==> src/design/adc_avg_pkg.sv <==
// Package: shared constants and codes for the ADC block averager.
`default_nettype none
package adc_avg_pkg;

    localparam int SAMPLE_BITS     = 10;
    localparam int MAX_RUN_DEFAULT = 64;
    localparam int TOP_CHANNEL     = 7;

    localparam int COUNT_BITS   = 8;
    localparam int CHANNEL_BITS = 4;
    localparam int ADDR_BITS    = 3;
    localparam int DATA_BITS    = 32;

    localparam logic [COUNT_BITS-1:0]   COUNT_RESET   = 8'd16;
    localparam logic [CHANNEL_BITS-1:0] CHANNEL_RESET = 4'd0;

    // register index, taken from paddr[2]
    localparam logic REG_SAMPLE_COUNT   = 1'b0;
    localparam logic REG_CHANNEL_SELECT = 1'b1;

    typedef logic [1:0] status_t;
    localparam status_t STATUS_OK          = 2'd0;
    localparam status_t STATUS_BAD_CHANNEL = 2'd1;
    localparam status_t STATUS_BAD_COUNT   = 2'd2;

endpackage
`default_nettype wire

==> src/design/adc_block_averager_top.sv <==
// ADC block averager: run accumulation plus a shared bit-serial divider.
//
// Usage: raw converter samples enter on the s_ channel (valid/ready), one
// word each. The first sample of a run is a settling sample and is dropped;
// the next sample_count samples are summed, then the truncated mean leaves
// on the m_ channel with status OK. Channel and count are checked on the
// settling sample; a bad channel (status 1) or a count of 0 or above
// MAX_RUN (status 2) gives one result word with average 0 and no run.
// Registers sit on an APB-style port: sample_count at 0x0, channel_select
// at 0x4; a run latches the count when it starts.
// Timing: after the last sample of a run the restoring divider produces
// one quotient bit per cycle, and the result then goes to the output
// register; check errors appear the cycle after the settling sample.
// s_ready is low while dividing.
// The result sits in an output register; while the receiver stalls with a
// word held, s_ready stays low and no new sample is taken.
// Reset (aresetn low, synchronous) drops any run in progress, clears the
// output valid and restores sample_count 16 and channel_select 0.
`default_nettype none
module adc_block_averager_top
    import adc_avg_pkg::*;
#(
    parameter int MAX_RUN = MAX_RUN_DEFAULT
) (
    input  wire logic                   aclk,
    input  wire logic                   aresetn,

    input  wire logic                   psel,
    input  wire logic                   penable,
    input  wire logic                   pwrite,
    input  wire logic [ADDR_BITS-1:0]   paddr,
    input  wire logic [DATA_BITS-1:0]   pwdata,
    output logic      [DATA_BITS-1:0]   prdata,
    output logic                        pready,

    input  wire logic                   s_valid,
    output logic                        s_ready,
    input  wire logic [SAMPLE_BITS-1:0] s_raw_sample,

    output logic                        m_valid,
    input  wire logic                   m_ready,
    output logic      [SAMPLE_BITS-1:0] m_average,
    output logic      [1:0]             m_status
);

    localparam int CNT_W  = $clog2(MAX_RUN + 1);
    localparam int SUM_W  = SAMPLE_BITS + CNT_W;
    localparam int ITER_W = $clog2(SAMPLE_BITS);

    localparam logic [COUNT_BITS-1:0]   MAX_COUNT   = COUNT_BITS'(MAX_RUN);
    localparam logic [CHANNEL_BITS-1:0] TOP_CHAN    = CHANNEL_BITS'(TOP_CHANNEL);
    localparam logic [ITER_W-1:0]       ITER_LAST   = ITER_W'(SAMPLE_BITS - 1);

    localparam logic [1:0] ST_IDLE = 2'd0;
    localparam logic [1:0] ST_RUN  = 2'd1;
    localparam logic [1:0] ST_DIV  = 2'd2;
    localparam logic [1:0] ST_DONE = 2'd3;

    logic [COUNT_BITS-1:0]   sample_count_reg;
    logic [CHANNEL_BITS-1:0] channel_select_reg;

    logic [1:0]             state_reg, state_next;
    logic [CNT_W-1:0]       run_len_reg, run_len_next;
    logic [CNT_W-1:0]       taken_reg, taken_next;
    logic [SUM_W-1:0]       sum_reg, sum_next;
    logic [CNT_W-1:0]       rem_reg, rem_next;
    logic [SAMPLE_BITS-1:0] quo_reg, quo_next;
    logic [ITER_W-1:0]      iter_reg, iter_next;

    logic                   m_valid_reg, m_valid_next;
    logic [SAMPLE_BITS-1:0] m_average_reg, m_average_next;
    status_t                m_status_reg, m_status_next;

    logic                   reg_idx;
    logic                   cfg_write;
    logic                   out_free;
    logic                   s_take;
    logic [SUM_W-1:0]       sum_add;
    logic [CNT_W-1:0]       taken_inc;
    logic [CNT_W:0]         trial;
    logic                   trial_ge;

    // ---------------- configuration port ----------------
    assign pready    = 1'b1;
    assign reg_idx   = paddr[2];
    assign cfg_write = psel && penable && pwrite;

    always_ff @(posedge aclk) begin
        if (!aresetn) begin
            sample_count_reg   <= COUNT_RESET;
            channel_select_reg <= CHANNEL_RESET;
        end else if (cfg_write) begin
            case (reg_idx)
                REG_SAMPLE_COUNT:   sample_count_reg   <= pwdata[COUNT_BITS-1:0];
                REG_CHANNEL_SELECT: channel_select_reg <= pwdata[CHANNEL_BITS-1:0];
                default: ;
            endcase
        end
    end

    always_comb begin
        case (reg_idx)
            REG_SAMPLE_COUNT:   prdata = DATA_BITS'(sample_count_reg);
            REG_CHANNEL_SELECT: prdata = DATA_BITS'(channel_select_reg);
            default:            prdata = '0;
        endcase
    end

    // ---------------- datapath and sequencer ----------------
    assign out_free  = !m_valid_reg || m_ready;
    assign s_ready   = (state_reg == ST_IDLE || state_reg == ST_RUN) && out_free;
    assign s_take    = s_valid && s_ready;
    assign sum_add   = sum_reg + SUM_W'(s_raw_sample);
    assign taken_inc = taken_reg + 1'b1;

    // shared restoring-divide step: bring down one dividend bit, trial subtract
    assign trial    = {rem_reg, quo_reg[SAMPLE_BITS-1]};
    assign trial_ge = trial >= {1'b0, run_len_reg};

    always_comb begin
        state_next     = state_reg;
        run_len_next   = run_len_reg;
        taken_next     = taken_reg;
        sum_next       = sum_reg;
        rem_next       = rem_reg;
        quo_next       = quo_reg;
        iter_next      = iter_reg;
        m_valid_next   = m_valid_reg && !m_ready;
        m_average_next = m_average_reg;
        m_status_next  = m_status_reg;

        case (state_reg)
            ST_IDLE: begin
                if (s_take) begin
                    if (channel_select_reg > TOP_CHAN) begin
                        m_valid_next   = 1'b1;
                        m_average_next = '0;
                        m_status_next  = STATUS_BAD_CHANNEL;
                    end else if (sample_count_reg == '0 || sample_count_reg > MAX_COUNT) begin
                        m_valid_next   = 1'b1;
                        m_average_next = '0;
                        m_status_next  = STATUS_BAD_COUNT;
                    end else begin
                        // settling sample dropped, run opens
                        run_len_next = sample_count_reg[CNT_W-1:0];
                        taken_next   = '0;
                        sum_next     = '0;
                        state_next   = ST_RUN;
                    end
                end
            end
            ST_RUN: begin
                if (s_take) begin
                    sum_next   = sum_add;
                    taken_next = taken_inc;
                    if (taken_inc >= run_len_reg) begin
                        // quotient fits SAMPLE_BITS, so the top part is already below the divisor
                        rem_next   = sum_add[SUM_W-1:SAMPLE_BITS];
                        quo_next   = sum_add[SAMPLE_BITS-1:0];
                        iter_next  = ITER_LAST;
                        state_next = ST_DIV;
                    end
                end
            end
            ST_DIV: begin
                rem_next  = trial_ge ? CNT_W'(trial - {1'b0, run_len_reg}) : trial[CNT_W-1:0];
                quo_next  = {quo_reg[SAMPLE_BITS-2:0], trial_ge};
                iter_next = iter_reg - 1'b1;
                if (iter_reg == '0) begin
                    state_next = ST_DONE;
                end
            end
            ST_DONE: begin
                if (out_free) begin
                    m_valid_next   = 1'b1;
                    m_average_next = quo_reg;
                    m_status_next  = STATUS_OK;
                    taken_next     = '0;
                    sum_next       = '0;
                    state_next     = ST_IDLE;
                end
            end
            default: state_next = ST_IDLE;
        endcase
    end

    always_ff @(posedge aclk) begin
        if (!aresetn) begin
            state_reg   <= ST_IDLE;
            m_valid_reg <= 1'b0;
            taken_reg   <= '0;
            sum_reg     <= '0;
            run_len_reg <= '0;
        end else begin
            state_reg   <= state_next;
            m_valid_reg <= m_valid_next;
            taken_reg   <= taken_next;
            sum_reg     <= sum_next;
            run_len_reg <= run_len_next;
        end
    end

    always_ff @(posedge aclk) begin
        rem_reg       <= rem_next;
        quo_reg       <= quo_next;
        iter_reg      <= iter_next;
        m_average_reg <= m_average_next;
        m_status_reg  <= m_status_next;
    end

    assign m_valid   = m_valid_reg;
    assign m_average = m_average_reg;
    assign m_status  = m_status_reg;

endmodule
`default_nettype wire
==> config.mk <==
export PLATFORM = sky130hd
export DESIGN_NAME = adc_block_averager_top
export DESIGN_NICKNAME = d
export VERILOG_FILES = /design/src/design/adc_avg_pkg.sv /design/src/design/adc_block_averager_top.sv
export SDC_FILE = /design/constraint.sdc
export NUM_CORES = 1
export LEC_CHECK = 0
export ABC_CLOCK_PERIOD_IN_PS = 5750
export BUFFER_PORTS_ARGS = -buffer_cell sky130_fd_sc_hd__buf_2
export CORE_MARGIN = 10
export CORE_UTILIZATION = 40
export DETAILED_ROUTE_END_ITERATION = 16
export PLACE_DENSITY = 0.68
export SLEW_MARGIN = 30
export SYNTH_ARGS = -nofsm -noshare
export SYNTH_HDL_FRONTEND = slang
export SYNTH_SLANG_ARGS = --single-unit
export TNS_END_PERCENT = 20
==> constraint.sdc <==
create_clock -name aclk -period 5.75 [get_ports aclk]
set_input_delay 0.2875 -clock aclk [delete_from_list [all_inputs] [get_ports aclk]]
set_output_delay 0.2875 -clock aclk [all_outputs]
set_load 0.05 [all_outputs]
==> metrics.yaml <==
status: "finished clean"
timing.final.ws_setup_ns: 2.75
num_vias: 3750
clockBufferDepth: 2
fmax_mhz: 333
crit_chain: "inv_1 -> ha_1 -> nor2_1 -> a21o_1 -> o311ai_2 -> or2_1 -> or4_1 -> a31oi_1"
worst-setup-path-type: "flop to flop"
crit_path_top_delay_cell: "or2_1"
port_buffers: 47
syn_inst: 517
async_flop_share_pct: 0
largest_reg_flops: 17
nets: 643
ys_warn_count: 0
seqPwrFrac_pct: 34.9
synth-seq-cells: 79
synthesis.area_sq_um: 4710
synth.distinct_cells: 56
fin_crit_ns: 3.00
cap_violations: 0
post-place-cells: 690
max_stage_delay_ns: 0.63
postRouteAntennaNets: 0
total_power_mw: 2.34
netlist_top_cells_area: "edfxtp_1 21%, dfxtp_1 20%, ha_1 8.2%"
nFillCells: 1057
rsz0062_at_grt: "false"
drive_above_1_share_pct: 14.6
final_util_pct: 45.9
drv_slew: 0
grt_pass1_wl_um: 17700
start_kind: "flop"
p_leak_nw: 2.17
rows: 39
min_path_type: "input pin to flop"
critPathTopFamily: "simple AND/OR/NAND/NOR gates"
dpl_cell_area_sq_um: 4980
num_antenna_cells: 0
post_synth.cell_area_avg_sq_um: 9.11
cts_tree: "yes"
numCtsBuffers: 9
ir_drop_v: 0.000293
die_y_um: 129
p_sw_mw: 0.991
grt_usage_pct: 13.0
yosys.area.top_type: "edfxtp_1"
fin_skew_ns: 0.00910
swShare_pct: 42.3
htreeDepth: 3
globalplace.congestion: 0.859
yosysSeqAreaShare_pct: 40.6
clock_sinks: 79
setup_tns_ns: 0
grt_pass1_vias: 3723
start_util_pct: 41.1
drt_first_iter_violations: 280
place_ws_ns: 2.83
cp.required_ns: 6.01
synth_ff_type: "dfxtp_1"
clk-insertion-delay-late_ns: 0.34
worst_pin_slew_ns: 0.983
instances_no_fill: 706
avgViaCountPerCell: 5.31
min_period_over_period_pct: 52.2
synth_top_cell_area_share_pct: 21.0
grt_max_degree: 37
first_pass_iters: 4
antenna_found_initial: 0
finalWirelength_um: 10800
synth_edf_count: 33
dp_hpwl_um: 8040
power.density_nw_per_um2: 445
path_clk_slew_ns: 0.07
clkPwrFrac_pct: 22.9
die-area_sq_um: 16500
power_frac_comb_pct: 42.2
die_x_um: 129
ios: 99
post_cts_buffers: 0
intPower_mw: 1.35
post_cts_resized: 0
cp.arrival_ns: 3.26
cts_hold_buf: 0
final-hold-violation-count: 0
syn2layout_area_growth_pct: 11.7
overflow: 0
slew_headroom_pct: 34.5
core_region_area_sq_um: 11500
crit_buf_inv: 1
cp-end-kind: "flop"
route.detailed.drc: 0
ctsRootBufferMaster: "clkbuf_16"
hold_ws_ns: 0.165
synth_common_cells: "63 x nand2_1, 46 x dfxtp_1, 37 x a21oi_1, 37 x nor2_1, 33 x edfxtp_1"
wl_per_cell_um: 15.2
stdcell_area_sq_um: 5260
crit_fanout: 30
setup_violations: 0
yosysMostFrequentCell: "nand2_1"
tightest hold or removal path: cells and delay by family:
family / cells / cell delay, ns
AND/OR/NAND/NOR: 2 / 0.11
buffers and inverters: 1 / 0.07
power by group through the flow:
stage / clock network, mW / registers [mW] / logic [mW]
final: 0.535 / 0.817 / 0.987
after global routing: 0.571 / 0.834 / 1.08
after CTS: 0.546 / 0.819 / 0.983
after detailed placement: 0 / 0.831 / 0.977
after global placement: 0 / 0.824 / 0.954
after floorplan: 0 / 0.956 / 0.634
cell type report:
| type | instances | area [sq um] | area share [%] |
|---|---|---|---|
| well taps | 143 | 179 | 3.40 |
| repair buffers | 51 | 265 | 5.04 |
| clock buffers | 9 | 225 | 4.28 |
| clock inverters | 7 | 55.1 | 1.05 |
| flip-flops and latches | 79 | 1910 | 36.3 |
| multi-input cells | 396 | 2550 | 48.4 |
| inverters | 21 | 78.8 | 1.50 |
path summary, 6_finish.rpt:
path | from | endpoint | slack, ns | depth (start not counted)
min reg2reg | sum_reg[9] | sum_reg[9] | 0.46 | 2
max | state_reg[1] | sum_reg[12] | 2.75 | 8
min | pwdata[4] | sample_count_reg[4] | 0.16 | 3
max reg2reg | state_reg[1] | sum_reg[12] | 2.75 | 8
layout by cell type (no fill, tap or decap), types with 5 or more instances in the layout:
cell / synthesis / layout
and2_1: 14 / 14
or3_1: 6 / 6
xnor2_1: 10 / 10
buf_2: 3 / 47
or4_1: 6 / 6
nor2b_1: 11 / 11
nand2_1: 63 / 63
o21ai_0: 22 / 22
dfxtp_1: 46 / 46
inv_1: 20 / 20
clkbuf_16: 0 / 9
conb_1: 2 / 25
edfxtp_1: 33 / 33
nand4_1: 6 / 6
nand3_1: 20 / 20
mux2i_1: 17 / 17
o211ai_1: 5 / 5
mux2_2: 7 / 7
nor2_1: 37 / 36
nor3_1: 5 / 5
a21o_1: 8 / 8
a21oi_1: 37 / 37
a31oi_1: 6 / 6
ha_1: 31 / 31
o21a_1: 6 / 6
xor2_1: 9 / 9
logic make-up after synthesis:
| group | count (synthesis) | share of synthesized area, % |
|---|---|---|
| and+or+nand+nor | 189 | 19.7 |
| AOI/OAI and AO/OA | 106 | 14.4 |
| DFF | 79 | 40.6 |
| buffers and inverters | 65 | 7.25 |
| adders and majority gates | 33 | 9.08 |
| muxes | 24 | 5.28 |
| xor gates and xnor gates | 19 | 3.53 |
| other | 2 | 0.159 |
layer usage:
| metal | routed length, um | global-route usage [%] | vias to the layer above |
|---|---|---|---|
| li1 | - | - | 1875 |
| met3 | 492 | 2.42 | 16 |
| met1 | 4880 | 16.4 | 1760 |
| met5 | 0 | 0 | - |
| met4 | 180 | 4.58 | 0 |
| met2 | 5200 | 21.7 | 99 |
Power figures use the tool's default switching activity.
